==> config.mk <==
export PLATFORM = sky130hd
export DESIGN_NAME = serial_frame_deframer_crc16_flat
export DESIGN_NICKNAME = d
export VERILOG_FILES = /design/src/hw/rtl/sfd_pkg.sv /design/src/hw/rtl/sfd_rx_if.sv /design/src/hw/rtl/sfd_frame_if.sv /design/src/hw/rtl/sfd_core.sv /design/src/hw/rtl/sfd_outq.sv /design/src/hw/rtl/serial_frame_deframer_crc16.sv /design/src/flat_wrapper.sv
export SDC_FILE = /design/constraint.sdc
export NUM_CORES = 1
export LEC_CHECK = 0
export CORE_UTILIZATION = 50
export CTS_CLUSTER_DIAMETER = 120
export DETAILED_ROUTE_END_ITERATION = 12
export DONT_BUFFER_PORTS = 1
export GPL_TIMING_DRIVEN = 0
export MAX_ROUTING_LAYER = met4
export PLACE_DENSITY = 0.76
export SETUP_SLACK_MARGIN = 0.4
export SLEW_MARGIN = 15
export SYNTH_ARGS = -nofsm -noshare
export SYNTH_HDL_FRONTEND = slang
export SYNTH_SLANG_ARGS = --single-unit
==> constraint.sdc <==
create_clock -name clk -period 6 [get_ports clk]
set_input_delay 0.9 -clock clk [delete_from_list [all_inputs] [get_ports clk]]
set_output_delay 0.9 -clock clk [all_outputs]
set_load 0.005 [all_outputs]
==> src/hw/rtl/sfd_pkg.sv <==
`default_nettype none
// ----------------------------------------------------------------------------
// sfd_pkg: shared types and constants of the serial frame deframer
// Header bytes, CRC-16 constants, frame offsets and the queue entry format.
// ----------------------------------------------------------------------------
package sfd_pkg;

	localparam logic [7:0]  HDR_FIRST  = 8'hA5;
	localparam logic [7:0]  HDR_SECOND = 8'h5A;
	localparam logic [15:0] CRC_INIT   = 16'hFFFF;
	localparam logic [15:0] CRC_POLY   = 16'hA001;

	// Frame index width: L+26 must fit
	localparam int unsigned POS_W = 17;
	// Last CRC-covered byte is L+23, last frame byte is L+26
	localparam logic [POS_W-1:0] CRC_END_OFS = 17'd23;
	localparam logic [POS_W-1:0] LAST_OFS    = 17'd26;
	localparam logic [POS_W-1:0] POS_LEN_LO  = 17'd2;
	localparam logic [POS_W-1:0] POS_LEN_HI  = 17'd3;
	localparam logic [POS_W-1:0] POS_BODY    = 17'd4;

	// One queued word; pair marks the 5A word, which is preceded by the A5 on output
	typedef struct packed {
		logic [7:0] data;
		logic       last;
		logic       good;
		logic       pair;
	} sfd_entry_t;

	typedef struct packed {
		logic       valid;
		sfd_entry_t entry;
	} sfd_push_t;

	// Byte-wide reflected CRC-16 update, LSB first
	function automatic logic [15:0] crc16_byte(input logic [15:0] crc, input logic [7:0] b);
		logic [15:0] c;
		c = crc ^ {8'h00, b};
		for (int k = 0; k < 8; k++) begin
			if (c[0]) begin
				c = (c >> 1) ^ CRC_POLY;
			end else begin
				c = c >> 1;
			end
		end
		return c;
	endfunction

endpackage
`default_nettype wire

==> src/hw/rtl/sfd_rx_if.sv <==
`default_nettype none
// ----------------------------------------------------------------------------
// sfd_rx_if: received byte channel
// Valid/ready handshake carrying one serial byte per word.
// ----------------------------------------------------------------------------
interface sfd_rx_if;
	logic       valid;
	logic       ready;
	logic [7:0] rx_byte;

	modport source (output valid, output rx_byte, input ready);
	modport sink (input valid, input rx_byte, output ready);
endinterface
`default_nettype wire

==> src/hw/rtl/sfd_frame_if.sv <==
`default_nettype none
// ----------------------------------------------------------------------------
// sfd_frame_if: frame byte channel
// Valid/ready handshake carrying one frame byte with its marks per word.
// ----------------------------------------------------------------------------
interface sfd_frame_if;
	logic       valid;
	logic       ready;
	logic [7:0] frame_byte;
	logic       first_of_frame;
	logic       last_of_frame;
	logic       frame_good;

	modport source (output valid, output frame_byte, output first_of_frame,
		output last_of_frame, output frame_good, input ready);
	modport sink (input valid, input frame_byte, input first_of_frame,
		input last_of_frame, input frame_good, output ready);
endinterface
`default_nettype wire

==> src/hw/rtl/sfd_core.sv <==
`default_nettype none
// ----------------------------------------------------------------------------
// sfd_core: header hunt, length capture and CRC check
// Registers the accepted byte, runs the frame FSM on it and pushes at most
// one queue word per cycle.
// ----------------------------------------------------------------------------
module sfd_core
	import sfd_pkg::*;
(
	input  wire logic       clk,
	input  wire logic       arst_n,
	input  wire logic       accept,
	input  wire logic [7:0] rx_byte,
	output sfd_push_t       push
);

	typedef enum logic [4:0] {
		PH_HUNT   = 5'b00001,
		PH_SAW_A5 = 5'b00010,
		PH_LEN_LO = 5'b00100,
		PH_LEN_HI = 5'b01000,
		PH_BODY   = 5'b10000
	} phase_t;

	logic             valid_s1;
	logic [7:0]       byte_s1;
	phase_t           phase_q, phase_d;
	logic [15:0]      len_q, len_d;
	logic [POS_W-1:0] pos_q, pos_d;
	logic [15:0]      crc_q, crc_d;
	logic [7:0]       crc_lo_q, crc_lo_d;
	logic             mis_q, mis_d;
	logic [POS_W-1:0] len_ext;
	logic [POS_W-1:0] crc_end;
	logic [POS_W-1:0] last_pos;

	// Input register
	always_ff @(posedge clk or negedge arst_n) begin
		if (!arst_n) begin
			valid_s1 <= 1'b0;
		end else begin
			valid_s1 <= accept;
		end
	end

	always_ff @(posedge clk) begin
		if (accept) begin
			byte_s1 <= rx_byte;
		end
	end

	assign len_ext  = {1'b0, len_q};
	assign crc_end  = len_ext + CRC_END_OFS;
	assign last_pos = len_ext + LAST_OFS;

	// Frame FSM
	always_comb begin
		phase_d  = phase_q;
		len_d    = len_q;
		pos_d    = pos_q;
		crc_d    = crc_q;
		crc_lo_d = crc_lo_q;
		mis_d    = mis_q;
		push     = '0;
		if (valid_s1) begin
			case (phase_q)
				PH_SAW_A5: begin
					if (byte_s1 == HDR_SECOND) begin
						push.valid      = 1'b1;
						push.entry.data = HDR_SECOND;
						push.entry.pair = 1'b1;
						phase_d  = PH_LEN_LO;
						pos_d    = POS_LEN_LO;
						crc_d    = CRC_INIT;
						mis_d    = 1'b0;
						crc_lo_d = 8'h00;
					end else if (byte_s1 == HDR_FIRST) begin
						phase_d = PH_SAW_A5;
					end else begin
						phase_d = PH_HUNT;
					end
				end
				PH_LEN_LO: begin
					len_d           = {8'h00, byte_s1};
					crc_d           = crc16_byte(crc_q, byte_s1);
					pos_d           = POS_LEN_HI;
					phase_d         = PH_LEN_HI;
					push.valid      = 1'b1;
					push.entry.data = byte_s1;
				end
				PH_LEN_HI: begin
					len_d           = {byte_s1, len_q[7:0]};
					crc_d           = crc16_byte(crc_q, byte_s1);
					pos_d           = POS_BODY;
					phase_d         = PH_BODY;
					push.valid      = 1'b1;
					push.entry.data = byte_s1;
				end
				PH_BODY: begin
					// CRC over body, then capture and compare the trailer
					if (pos_q <= crc_end) begin
						crc_d = crc16_byte(crc_q, byte_s1);
					end else if (pos_q == crc_end + 17'd1) begin
						crc_lo_d = byte_s1;
					end else if (pos_q == crc_end + 17'd2) begin
						mis_d = (crc_lo_q != crc_q[7:0]) || (byte_s1 != crc_q[15:8]);
					end
					push.valid      = 1'b1;
					push.entry.data = byte_s1;
					if (pos_q >= last_pos) begin
						push.entry.last = 1'b1;
						push.entry.good = ~mis_d;
						phase_d         = PH_HUNT;
						pos_d           = '0;
					end else begin
						pos_d = pos_q + 17'd1;
					end
				end
				default: begin
					phase_d = (byte_s1 == HDR_FIRST) ? PH_SAW_A5 : PH_HUNT;
				end
			endcase
		end
	end

	// Frame state
	always_ff @(posedge clk or negedge arst_n) begin
		if (!arst_n) begin
			phase_q  <= PH_HUNT;
			len_q    <= '0;
			pos_q    <= '0;
			crc_q    <= CRC_INIT;
			crc_lo_q <= '0;
			mis_q    <= 1'b0;
		end else begin
			phase_q  <= phase_d;
			len_q    <= len_d;
			pos_q    <= pos_d;
			crc_q    <= crc_d;
			crc_lo_q <= crc_lo_d;
			mis_q    <= mis_d;
		end
	end

endmodule
`default_nettype wire

==> src/hw/rtl/sfd_outq.sv <==
`default_nettype none
// ----------------------------------------------------------------------------
// sfd_outq: result queue
// Small register queue between the FSM and the output channel. A header
// word expands into two output words (A5 then 5A).
// ----------------------------------------------------------------------------
module sfd_outq
	import sfd_pkg::*;
#(
	parameter int unsigned DEPTH = 4
) (
	input  wire logic       clk,
	input  wire logic       arst_n,
	input  wire sfd_push_t  push,
	output logic            room,
	sfd_frame_if.source     tx
);

	localparam int unsigned PTR_W = (DEPTH > 1) ? $clog2(DEPTH) : 1;
	localparam int unsigned CNT_W = $clog2(DEPTH + 1);
	localparam logic [PTR_W-1:0] PTR_LAST = PTR_W'(DEPTH - 1);

	sfd_entry_t       mem_q [DEPTH];
	logic [PTR_W-1:0] wr_ptr_q;
	logic [PTR_W-1:0] rd_ptr_q;
	logic [CNT_W-1:0] count_q;
	logic             half_q;
	sfd_entry_t       head;
	logic             fire;
	logic             pop;
	logic             hdr_half;

	assign head     = mem_q[rd_ptr_q];
	assign hdr_half = head.pair & ~half_q;
	assign fire     = tx.valid & tx.ready;
	assign pop      = fire & ~hdr_half;

	// Two free slots: one for the byte in the input register, one for a new byte
	assign room = count_q <= CNT_W'(DEPTH - 2);

	// Output word: A5 first on a header entry, then the entry itself
	assign tx.valid          = count_q != '0;
	assign tx.frame_byte     = hdr_half ? HDR_FIRST : head.data;
	assign tx.first_of_frame = hdr_half;
	assign tx.last_of_frame  = hdr_half ? 1'b0 : head.last;
	assign tx.frame_good     = hdr_half ? 1'b0 : head.good;

	always_ff @(posedge clk) begin
		if (push.valid) begin
			mem_q[wr_ptr_q] <= push.entry;
		end
	end

	// Pointers, fill count and header half mark
	always_ff @(posedge clk or negedge arst_n) begin
		if (!arst_n) begin
			wr_ptr_q <= '0;
			rd_ptr_q <= '0;
			count_q  <= '0;
			half_q   <= 1'b0;
		end else begin
			if (push.valid) begin
				wr_ptr_q <= (wr_ptr_q == PTR_LAST) ? '0 : wr_ptr_q + PTR_W'(1);
			end
			if (pop) begin
				rd_ptr_q <= (rd_ptr_q == PTR_LAST) ? '0 : rd_ptr_q + PTR_W'(1);
			end
			if (push.valid && !pop) begin
				count_q <= count_q + CNT_W'(1);
			end else if (!push.valid && pop) begin
				count_q <= count_q - CNT_W'(1);
			end
			if (fire) begin
				half_q <= hdr_half;
			end
		end
	end

endmodule
`default_nettype wire

==> src/hw/rtl/serial_frame_deframer_crc16.sv <==
`default_nettype none
// ----------------------------------------------------------------------------
// serial_frame_deframer_crc16: serial byte deframer with CRC-16 check
// rx carries received serial bytes, one per word. The block hunts for the
// header A5 5A, reads a little-endian length L and streams all L+27 frame
// bytes on tx. first_of_frame marks the A5, last_of_frame marks byte L+26,
// and frame_good on that byte is 1 when the CRC-16 (init FFFF, reflected
// poly A001) over bytes 2..L+23 equals bytes L+24 (low) and L+25 (high).
// Bytes outside a frame produce no words; downstream drops bad frames.
// Throughput: one rx byte per cycle while the output queue has room. A
// header emits two words for the 5A byte, so tx briefly runs one word
// behind; the output queue absorbs that and idle line bytes drain it.
// An accepted byte passes through the input register and the output queue to tx.
// rx.ready is high while the output queue has two free slots; when tx
// stalls the queue fills and rx.ready drops, no byte is lost.
// Reset clears the FSM to header hunt and empties the queue.
// ----------------------------------------------------------------------------
module serial_frame_deframer_crc16
	import sfd_pkg::*;
#(
	parameter int unsigned QUEUE_DEPTH = 4
) (
	input  wire logic   clk,
	input  wire logic   arst_n,
	sfd_rx_if.sink      rx,
	sfd_frame_if.source tx
);

	logic      accept;
	logic      room;
	sfd_push_t push;

	assign rx.ready = room;
	assign accept   = rx.valid & room;

	sfd_core u_core (
		.clk     (clk),
		.arst_n  (arst_n),
		.accept  (accept),
		.rx_byte (rx.rx_byte),
		.push    (push)
	);

	sfd_outq #(
		.DEPTH (QUEUE_DEPTH)
	) u_outq (
		.clk    (clk),
		.arst_n (arst_n),
		.push   (push),
		.room   (room),
		.tx     (tx)
	);

endmodule
`default_nettype wire

==> src/flat_wrapper.sv <==
// flat-port wrapper written by rule: the top's interface ports become plain ports
module serial_frame_deframer_crc16_flat import sfd_pkg::*;
#(
	parameter int unsigned QUEUE_DEPTH = 4
)
  (clk, arst_n, rx_valid, rx_rx_byte, rx_ready, tx_valid, tx_frame_byte, tx_first_of_frame, tx_last_of_frame, tx_frame_good, tx_ready);
  sfd_rx_if rx_i ();
  sfd_frame_if tx_i ();
  input  wire logic clk;
  input  wire logic arst_n;
  input wire logic [$bits(rx_i.valid)-1:0] rx_valid;
  input wire logic [$bits(rx_i.rx_byte)-1:0] rx_rx_byte;
  output wire logic [$bits(rx_i.ready)-1:0] rx_ready;
  output wire logic [$bits(tx_i.valid)-1:0] tx_valid;
  output wire logic [$bits(tx_i.frame_byte)-1:0] tx_frame_byte;
  output wire logic [$bits(tx_i.first_of_frame)-1:0] tx_first_of_frame;
  output wire logic [$bits(tx_i.last_of_frame)-1:0] tx_last_of_frame;
  output wire logic [$bits(tx_i.frame_good)-1:0] tx_frame_good;
  input wire logic [$bits(tx_i.ready)-1:0] tx_ready;
  assign rx_i.valid = rx_valid;
  assign rx_i.rx_byte = rx_rx_byte;
  assign rx_ready = rx_i.ready;
  assign tx_valid = tx_i.valid;
  assign tx_frame_byte = tx_i.frame_byte;
  assign tx_first_of_frame = tx_i.first_of_frame;
  assign tx_last_of_frame = tx_i.last_of_frame;
  assign tx_frame_good = tx_i.frame_good;
  assign tx_i.ready = tx_ready;
  serial_frame_deframer_crc16 #(.QUEUE_DEPTH(QUEUE_DEPTH)) u_core (.clk(clk), .arst_n(arst_n), .rx(rx_i), .tx(tx_i));
endmodule
### Word level (Yosys, flattened, before mapping)

Memories as Yosys holds them, arrays and structs flattened.
Cells that the tools add are included.
Widths: inputs -> output; s select.

* register bits after elaboration: 80
* RAM bits: 44
* input bits: 12
* output and inout bits: 13
* word-level logic and storage cells: 201
* memories: 1

* add/sub/neg operators: 9
* magnitude comparators: 3
* equality and inequality tests: 17
* muxes and demuxes: 109
* bitwise operators: 31
* reduce and logical (&&, ||, !) cells: 18

Memory list
* u_core.u_outq.mem_q: depth 4, bits a word 11, read ports 1, clocked after Yosys merged registers in 0, wr ports 1, RTL line sfd_outq.sv:23 `sfd_entry_t mem_q [DEPTH];`

Operator list (number)
* $mux 16: 73
* $pmux 17 s4: 1
* $not 2->3: 22
* $pmux 16 s4: 1
* $add 16x5->17 const B: 2
* $add 17x1->17 const B: 2
* $eq 17x17->1: 2
* $mux 17: 2
* $mux 8: 4
* $pmux 16 s2: 1
* $pmux 5 s4: 1
* $pmux 9 s2: 1
* $add 17x2->17 const B: 1
* $ge 17x17->1: 1
* $le 17x17->1: 1
* $ne 8x8->1: 2
* $pmux 8 s2: 1
* $xor 16x8->16: 1
* $mux 1: 12
* $mux 12: 1
* $mux 2: 5
* $ne 2x2->1 const B: 5
* $mux 3: 3
* $mux 9: 1
* other kinds (26): 41

### Logic depth before layout (Yosys ltp)

Gate-level depths: netlist of the first run.

* depth in word-level cells: 40
* mapped depth: 19
* mapped depth without buffers: 16

### Hierarchy

Synthesis of the first run repeated with hierarchy kept, for this count alone.

* cells, all modules: 820
* area, all modules: 8436.8 µm²

By module, submodules not included
* sfd_core: times used 1, cells each 701, area an instance 6247.2 µm², sequential area each 1863.0 µm²
* sfd_outq: times used 1, cells each 118, area an instance 2183.3 µm², sequential area each 1521.5 µm²
* serial_frame_deframer_crc16: times used 1, cells each 1, area an instance 6.3 µm², sequential area each 0.0 µm²

### Least setup slack after synthesis of the first run

Ideal clock, no wire load.

* path kind: register -> register
* from: register u_core.u_core.len_q[1]
* to: register u_core.u_core.crc_q[11]
* setup time: 77 ps
* arrival: 4040 ps
* required time: 5923 ps
* setup slack: 1883 ps
* stages on the path, launching flop included: 20
* buffers on the path: 3
* period minus slack after synthesis: 4117 ps
* cell sequence: dfrtp_1 -> inv_1 -> ha_1 -> a21bo_2 -> a21oi_1 -> buf_2 -> o31a_1 -> or2_2 -> buf_2 -> inv_1 -> ha_1 -> a21o_1 -> a21oi_1 -> o22ai_1 -> a2111oi_0 -> nor3_1 -> nor2_1 -> clkbuf_1 -> nor2_1 -> a31oi_1

* longest elaborated chain between the ends: 4

RTL lines
* start, declared: RTL line sfd_core.sv:28 `logic [15:0] len_q, len_d;`
* start signal, assigned: RTL line sfd_core.sv:137 `len_q <= len_d;`
* $add 16x5->17: RTL line sfd_core.sv:53 `assign crc_end = len_ext + CRC_END_OFS;`
* $le 17x17->1: RTL line sfd_core.sv:101 `if (pos_q <= crc_end) begin`
* $ne 2x2->1 (no source line)
* $reduce_and 4->1 (no source line)
* end signal, assigned: RTL line sfd_core.sv:139 `crc_q <= crc_d;`
* end, declared: RTL line sfd_core.sv:30 `logic [15:0] crc_q, crc_d;`

Every way passes these cells.
A chain may end at the register's enable or synchronous reset.

==> qor.csv, run 1 <==
metric;value;unit
cp.buffers_inverters;4;
finClkSkew;11.4;ps
firstDrtPassIters;5;
cp_max_fo;10;
cp.depth;17;
cts_root_buffer;clkbuf_16;
numCtsBuffers;17;
synth.distinct_cells;90;
port_buffers;0;
worst_pin_slew;1230;ps
fin_crit;5430;ps
drt_wl_total;21000;um
synth_edf_count;52;
post-route-period-util;0.905;
cts_buffer_depth;2;
dieWidth;131;um
critical_path.top_delay_family;compound AO/OA/AOI/OAI gates;
dp_hpwl;14800;um
critPathLaunchType;flop;
grt_pass1_vias;6248;
finalSetupTns;0;ps
synth_top_area_frac;0.186;
ios;25;
yosys_warnings;0;
ys.flop_type;dfrtp_1;
power_density;224;mW/mm^2
syn2layout_area_growth;10.8;%
grt_max_degree;73;
crit_type;reg2reg;
crit_arrival;5630;ps
synth_area;0.00838;mm^2
place.gp.congestion;0.950;
drive_above_1_share;0.130;
outcome;complete, no violations;
max_slew_margin;0.177;
grt_setup_unrepaired;no;
core_area;0.0161;mm^2
detail_route.vias_per_cell;6.13;
async_flop_share;0.581;
grt_usage;0.258;
p_leak;3.63;nW
ant_nets;0;
die_h;131;um
synth.most_common_cell;xnor2_1;
fmax;184;MHz
insertion_delay;430;ps
num_rows;46;
start_util;0.520;
post-cts-setup-buffers;0;
synth_area_per_cell;10.3;um^2
synth_area_leader_cell;edfxtp_1;
finalHoldViolations;0;
wl_per_cell;19.7;um
cap_violations;0;
synth_cells;814;
r2r_cells;17;
ys_ff_latch;124;
cts_tree;done;
hp-class;in2async;
drv_slew;0;
layout_setup_ws;572;ps
grt_overflow_total;0;
synthesis.nets;874;
ys_top_cells_by_area;edfxtp_1 (19%), dfrtp_1 (16%), xnor2_1 (7.6%);
vdd_drop_max;0.230;mV
cts.sinks;124;
vias;6511;
htreeDepth;4;
seq_area_frac_synth;0.404;
path_clk_slew;70;ps
pre_cts_slack;740;ps
detailedRoute.firstIterationViolations;579;
endpoint_kind;flop;
grt_pass1_wl;33500;um
setup_viol;0;
netlist_top_cells_count;xnor2_1 (73), nor2_1 (70), dfrtp_1 (55), nand2_1 (53), edfxtp_1 (52);
slowest_delay;580;ps
path_cells;inv_1, ha_1, a21bo_2, a21oi_1, buf_2, o31a_1, or2_2, buf_2, inv_1, ha_1, nand4_1, a2111oi_1, a2111oi_2, nor4_1, o2111ai_1, and4bb_1, mux2i_1;
fp.dieArea;0.0173;mm^2
fillers;1362;
nNetsFinal;893;
grt_antenna_before_repair;1;
worstPathRequired;6200;ps
drc;0;
slowest_stage;a2111oi_1;
## power breakdown
| part | internal [mW] | total [mW] | switching (mW) |
|---|---|---|---|
| clock | 0.670 | 1.12 | 0.450 |
| combinational | 0.0246 | 0.0672 | 0.0426 |
| sequential | 0.886 | 0.888 | 0.00213 |
## what timing repair did
action	in CTS	in global routing
hold buffers	0	0
resized for setup	0	1
endpoints found under the hold margin	0	0
setup endpoints to repair	0	4
## cells in the final DEF (no fill, tap or decap), drive strengths merged, types with 11 or more instances in the layout
| cell | count |
|---|---|
| dfstp | 17 |
| nand2b | 11 |
| clkbuf | 44 |
| nor2 | 70 |
| a21oi | 27 |
| buf | 13 |
| xnor2 | 74 |
| ha | 47 |
| edfxtp | 52 |
| nand2 | 54 |
| nor3 | 14 |
| mux2 | 12 |
| xor2 | 29 |
| mux4 | 11 |
| a31oi | 13 |
| nor2b | 14 |
| and2 | 14 |
| nand4 | 32 |
| o21ai | 23 |
| or2 | 11 |
| a21o | 19 |
| nand3 | 19 |
| inv | 37 |
| dfrtp | 55 |
## sequential cells by signal, indices dropped and copies added (netlist names)
name and count:
u_core.u_outq.mem_q 44, u_core.u_core.len_q 16, u_core.u_outq.wr_ptr_q 2, u_core.u_outq.count_q 3, u_core.u_core.pos_q 17, u_core.u_outq.rd_ptr_q 2, u_core.u_core.byte_s1 8, u_core.u_core.crc_lo_q 8
u_core.u_core.crc_q 16, u_core.u_core.valid_s1 1, u_core.u_outq.half_q 1, u_core.u_core.phase_q 5, u_core.u_core.mis_q 1
## kinds of logic after synthesis
group | count (synthesis) | synth area share
compound gates | 143 | 0.121
xor+xnor | 109 | 0.125
fa+ha+maj | 48 | 0.0725
buf+inv | 69 | 0.0346
flops | 124 | 0.404
mux | 28 | 0.0517
simple gates | 293 | 0.191
## per-stage QoR
stage	cell area [um^2]	utilization	std cells	hold WS [ps]	total power, mW
floorplan	8380	-	814	457	0.955
global placement	8650	0.537	1030	481	0.969
detailed placement	8660	0.537	1030	483	0.970
CTS	9280	0.576	1062	154	2.08
global route	9290	0.576	1063	157	2.11
finish	9290	0.576	1063	156	2.08
## area by class of cell
class / instances / area (um^2) / share of cell area
Tap cell: 216 / 270 / 0.0291
Inverter: 29 / 109 / 0.0117
Multi-Input combinational cell: 621 / 4710 / 0.508
Antenna cell: 1 / 2.50 / 0.000269
Sequential cell: 124 / 3380 / 0.364
Buffer: 40 / 181 / 0.0195
Clock buffer: 17 / 425 / 0.0458
Clock inverter: 15 / 200 / 0.0216
## metal layers
layer | vias up | GRT usage | share of wire
met5 | - | - | 0
met2 | 305 | 0.379 | 0.45
li1 | 3029 | - | -
met4 | 0 | 0.116 | 0.036
met1 | 3113 | 0.350 | 0.44
met3 | 64 | 0.0428 | 0.069
## final timing paths
| check | from | endpoint | slack [ps] |
|---|---|---|---|
| max | u_core.u_core.len_q[1] | u_core.u_outq.mem_q[0][1] | 570 |
| min | arst_n | u_core.u_core.pos_q[3] | 160 |
| max reg2reg | u_core.u_core.len_q[1] | u_core.u_outq.mem_q[0][1] | 570 |
| min reg2reg | u_core.u_outq.count_q[2] | u_core.u_outq.count_q[2] | 490 |
| max in group asynchronous | arst_n | u_core.u_core.crc_q[1] | 5620 |
| min in group clk | u_core.u_outq.count_q[2] | u_core.u_outq.count_q[2] | 490 |
Note: power is estimated with default switching activity, not from simulation.
==> run 2, diff against run 1 <==
--- a/config.mk
+++ b/config.mk
@@ -16,4 +16,5 @@
 export SLEW_MARGIN = 15
 export SYNTH_ARGS = -nofsm -noshare
 export SYNTH_HDL_FRONTEND = slang
+export SYNTH_HIERARCHICAL = 1
 export SYNTH_SLANG_ARGS = --single-unit
==> qor.csv, run 2 <==
metric;value;unit
max_slew_margin;0.376;
vdd_drop_max;0.219;mV
p_seq_frac;0.393;
synth_top_area_frac;0.185;
largest_reg_flops;44;
wl_per_cell;19.0;um
netlist_top_cells_count;nor2_1 (75), xnor2_1 (60), dfrtp_1 (55), edfxtp_1 (52), nand2_1 (50);
drive_above_1_share;0.130;
crit_type;reg2reg;
ios;25;
final_cell_mix;nor2_1 (75), xnor2_1 (59), dfrtp_1 (55);
pre_cts_slack;642;ps
critical_path.top_delay_family;compound AO/OA/AOI/OAI gates;
synth_area_per_cell;10.3;um^2
final_common_cell;nor2_1;
finalHoldViolations;0;
fmax;196;MHz
whs;169;ps
r2r_end;u_core/u_outq/mem_q[1][1];
insertion_delay;430;ps
max_flop_register;u_core/u_outq/mem_q;
ys.flop_type;dfrtp_1;
synth_compound_area_frac;0.131;
syn2layout_area_growth;10.4;%
drv_slew;0;
post-route-period-util;0.849;
synth.distinct_cells;87;
power_density;260;mW/mm^2
synth_area_leader_cell;edfxtp_1;
fin_crit;5100;ps
p_switching;0.732;mW
grt_pass1_wl;32700;um
detailedRoute.firstIterationViolations;602;
cts_tree;done;
cp.depth;17;
seq_area_frac_synth;0.401;
yosys_warnings;6;
synth-simple-area-share;0.189;
finalSetupTns;0;ps
cp.buffers_inverters;1;
synth_xor_area_frac;0.124;
synthesis.nets;880;
drc;0;
async_flop_share;0.581;
synth_fa_ha_area_frac;0.0721;
p_leak;3.67;nW
startpoint;u_core/u_core/len_q[0];
grt_max_degree;73;
num_rows;47;
cap_violations;0;
ys_top_cells_by_area;edfxtp_1 (19%), dfrtp_1 (16%), ha_1 (7.0%);
synth_top_family_by_area;simple AND/OR/NAND/NOR gates;
fillers;1345;
synth_area;0.00844;mm^2
layout_setup_ws;903;ps
diodes;0;
synthMuxAreaShare;0.0479;
core_area;0.0165;mm^2
synth_cells;820;
critPathLaunchType;flop;
htreeDepth;4;
cp-endpoint;u_core/u_outq/mem_q[1][1];
outcome;complete, no violations;
cts_root_buffer;clkbuf_16;
start_util;0.511;
ys_ff_latch;124;
path_cells;inv_1, ha_1, nand2b_1, a21oi_2, nor3_1, xnor2_2, ha_1, nand4_1, nor3_1, o31ai_1, a31oi_1, a211oi_1, a41oi_1, nand4_1, a2111oi_4, mux2i_1, and2_1;
ant_nets;0;
slowest_delay;530;ps
grt_pass1_vias;6136;
grt_usage;0.251;
cts.sinks;124;
worst_pin_slew;913;ps
cts_buffer_depth;2;
cp_max_fo;10;
grt_overflow_total;0;
firstDrtPassIters;5;
grt_setup_unrepaired;no;
r2r_cells;17;
synth_edf_count;52;
synth.most_common_cell;nor2_1;
clock_power_share;0.410;
top_regs;u_core/u_outq/mem_q: 44 flops, u_core/u_core/pos_q: 17 flops;
p_comb_frac;0.196;
dp_hpwl;14800;um
path_clk_slew;70;ps
grt_antenna_before_repair;0;
die_h;132;um
port_buffers;0;
finClkSkew;18.3;ps
r2r_start;u_core/u_core/len_q[0];
fp.dieArea;0.0174;mm^2
swShare;0.302;
r2r_slack;900;ps
crit_arrival;5350;ps
numCtsBuffers;17;
drt_wl_total;20400;um
final_util;0.563;
detail_route.vias_per_cell;5.95;
dieWidth;132;um
place.gp.congestion;0.928;
hp-class;in2async;
ctsHoldBuffers;0;
setup_viol;0;
endpoint_kind;flop;
p_int;1.69;mW
slowest_stage;a2111oi_4;
worstPathRequired;6260;ps
total_power;2.42;mW
vias;6393;
nNetsFinal;901;
==> run 2: stage by stage <==
stage / std cells / cell area [um^2]
floorplan: 820 / 8440
global placement: 1040 / 8710
detailed placement: 1040 / 8710
CTS: 1072 / 9280
global route: 1074 / 9310
finish: 1074 / 9310
==> run 2: cells by family after synthesis <==
family | Yosys count
adder cells (fa/ha/maj) | 48
buffers and inverters | 66
multiplexers | 26
AND/OR/NAND/NOR | 298
AO/OA/AOI/OAI | 150
XOR/XNOR | 108
flip-flops | 124
==> run 2: final cells by class <==
cell class / instances / area [um^2] / share of cell area
flip-flops and latches: 124 / 3380 / 0.364
clock inverters: 15 / 145 / 0.0156
multi-input cells: 630 / 4770 / 0.512
well taps: 220 / 275 / 0.0296
clock buffers: 17 / 425 / 0.0457
plain buffers: 42 / 206 / 0.0222
inverters: 24 / 90.1 / 0.00968
repair buffers: 2 / 15.0 / 0.00161
==> run 2: metal layers <==
metal,part of all wire,up-vias,global-route usage
met1,0.44,3079,0.325
met3,0.057,32,0.0473
li1,-,3063,-
met4,0.027,0,0.0937
met5,0,-,-
met2,0.47,219,0.393
==> run 2: worst register-to-register path, cell delays in order, from the launching register on <==
cell       delay (ps)
dfrtp_1           470
inv_1             170
ha_1              230
nand2b_1          160
a21oi_2           490
nor3_1            210
xnor2_2           200
ha_1              310
nand4_1           160
nor3_1            340
o31ai_1           200
a31oi_1           170
a211oi_1          100
a41oi_1           420
nand4_1           270
a2111oi_4         530
mux2i_1           280
and2_1            230
==> run 2: worst min-delay path by stage <==
stage / startpoint / end / slack (ps)
after floorplan: u_core/u_outq/count_q[2] / u_core/u_outq/count_q[2] / 480
after detailed placement: u_core/u_outq/count_q[2] / u_core/u_outq/count_q[2] / 500
after global routing: arst_n / u_core/u_outq/half_q / 150
after CTS: arst_n / u_core/u_core/crc_lo_q[7] / 150
after global placement: u_core/u_outq/count_q[2] / u_core/u_outq/count_q[2] / 500
final: arst_n / u_core/u_core/phase_q[3] / 170
==> run 2: timing repair <==
action | 4_1_cts | 5_1_grt
resized for setup | 0 | 1
buffers inserted | 0 | 2
setup endpoints to repair | 0 | 23
==> run 2: power by group through the flow <==
stage | clock [mW] | sequential (mW) | combinational [mW]
final | 0.993 | 0.952 | 0.475
after CTS | 1.01 | 0.952 | 0.478
after detailed placement | 0 | 0.967 | 0.469
after floorplan | 0 | 0.960 | 0.382
after global routing | 1.04 | 0.956 | 0.516
after global placement | 0 | 0.965 | 0.456
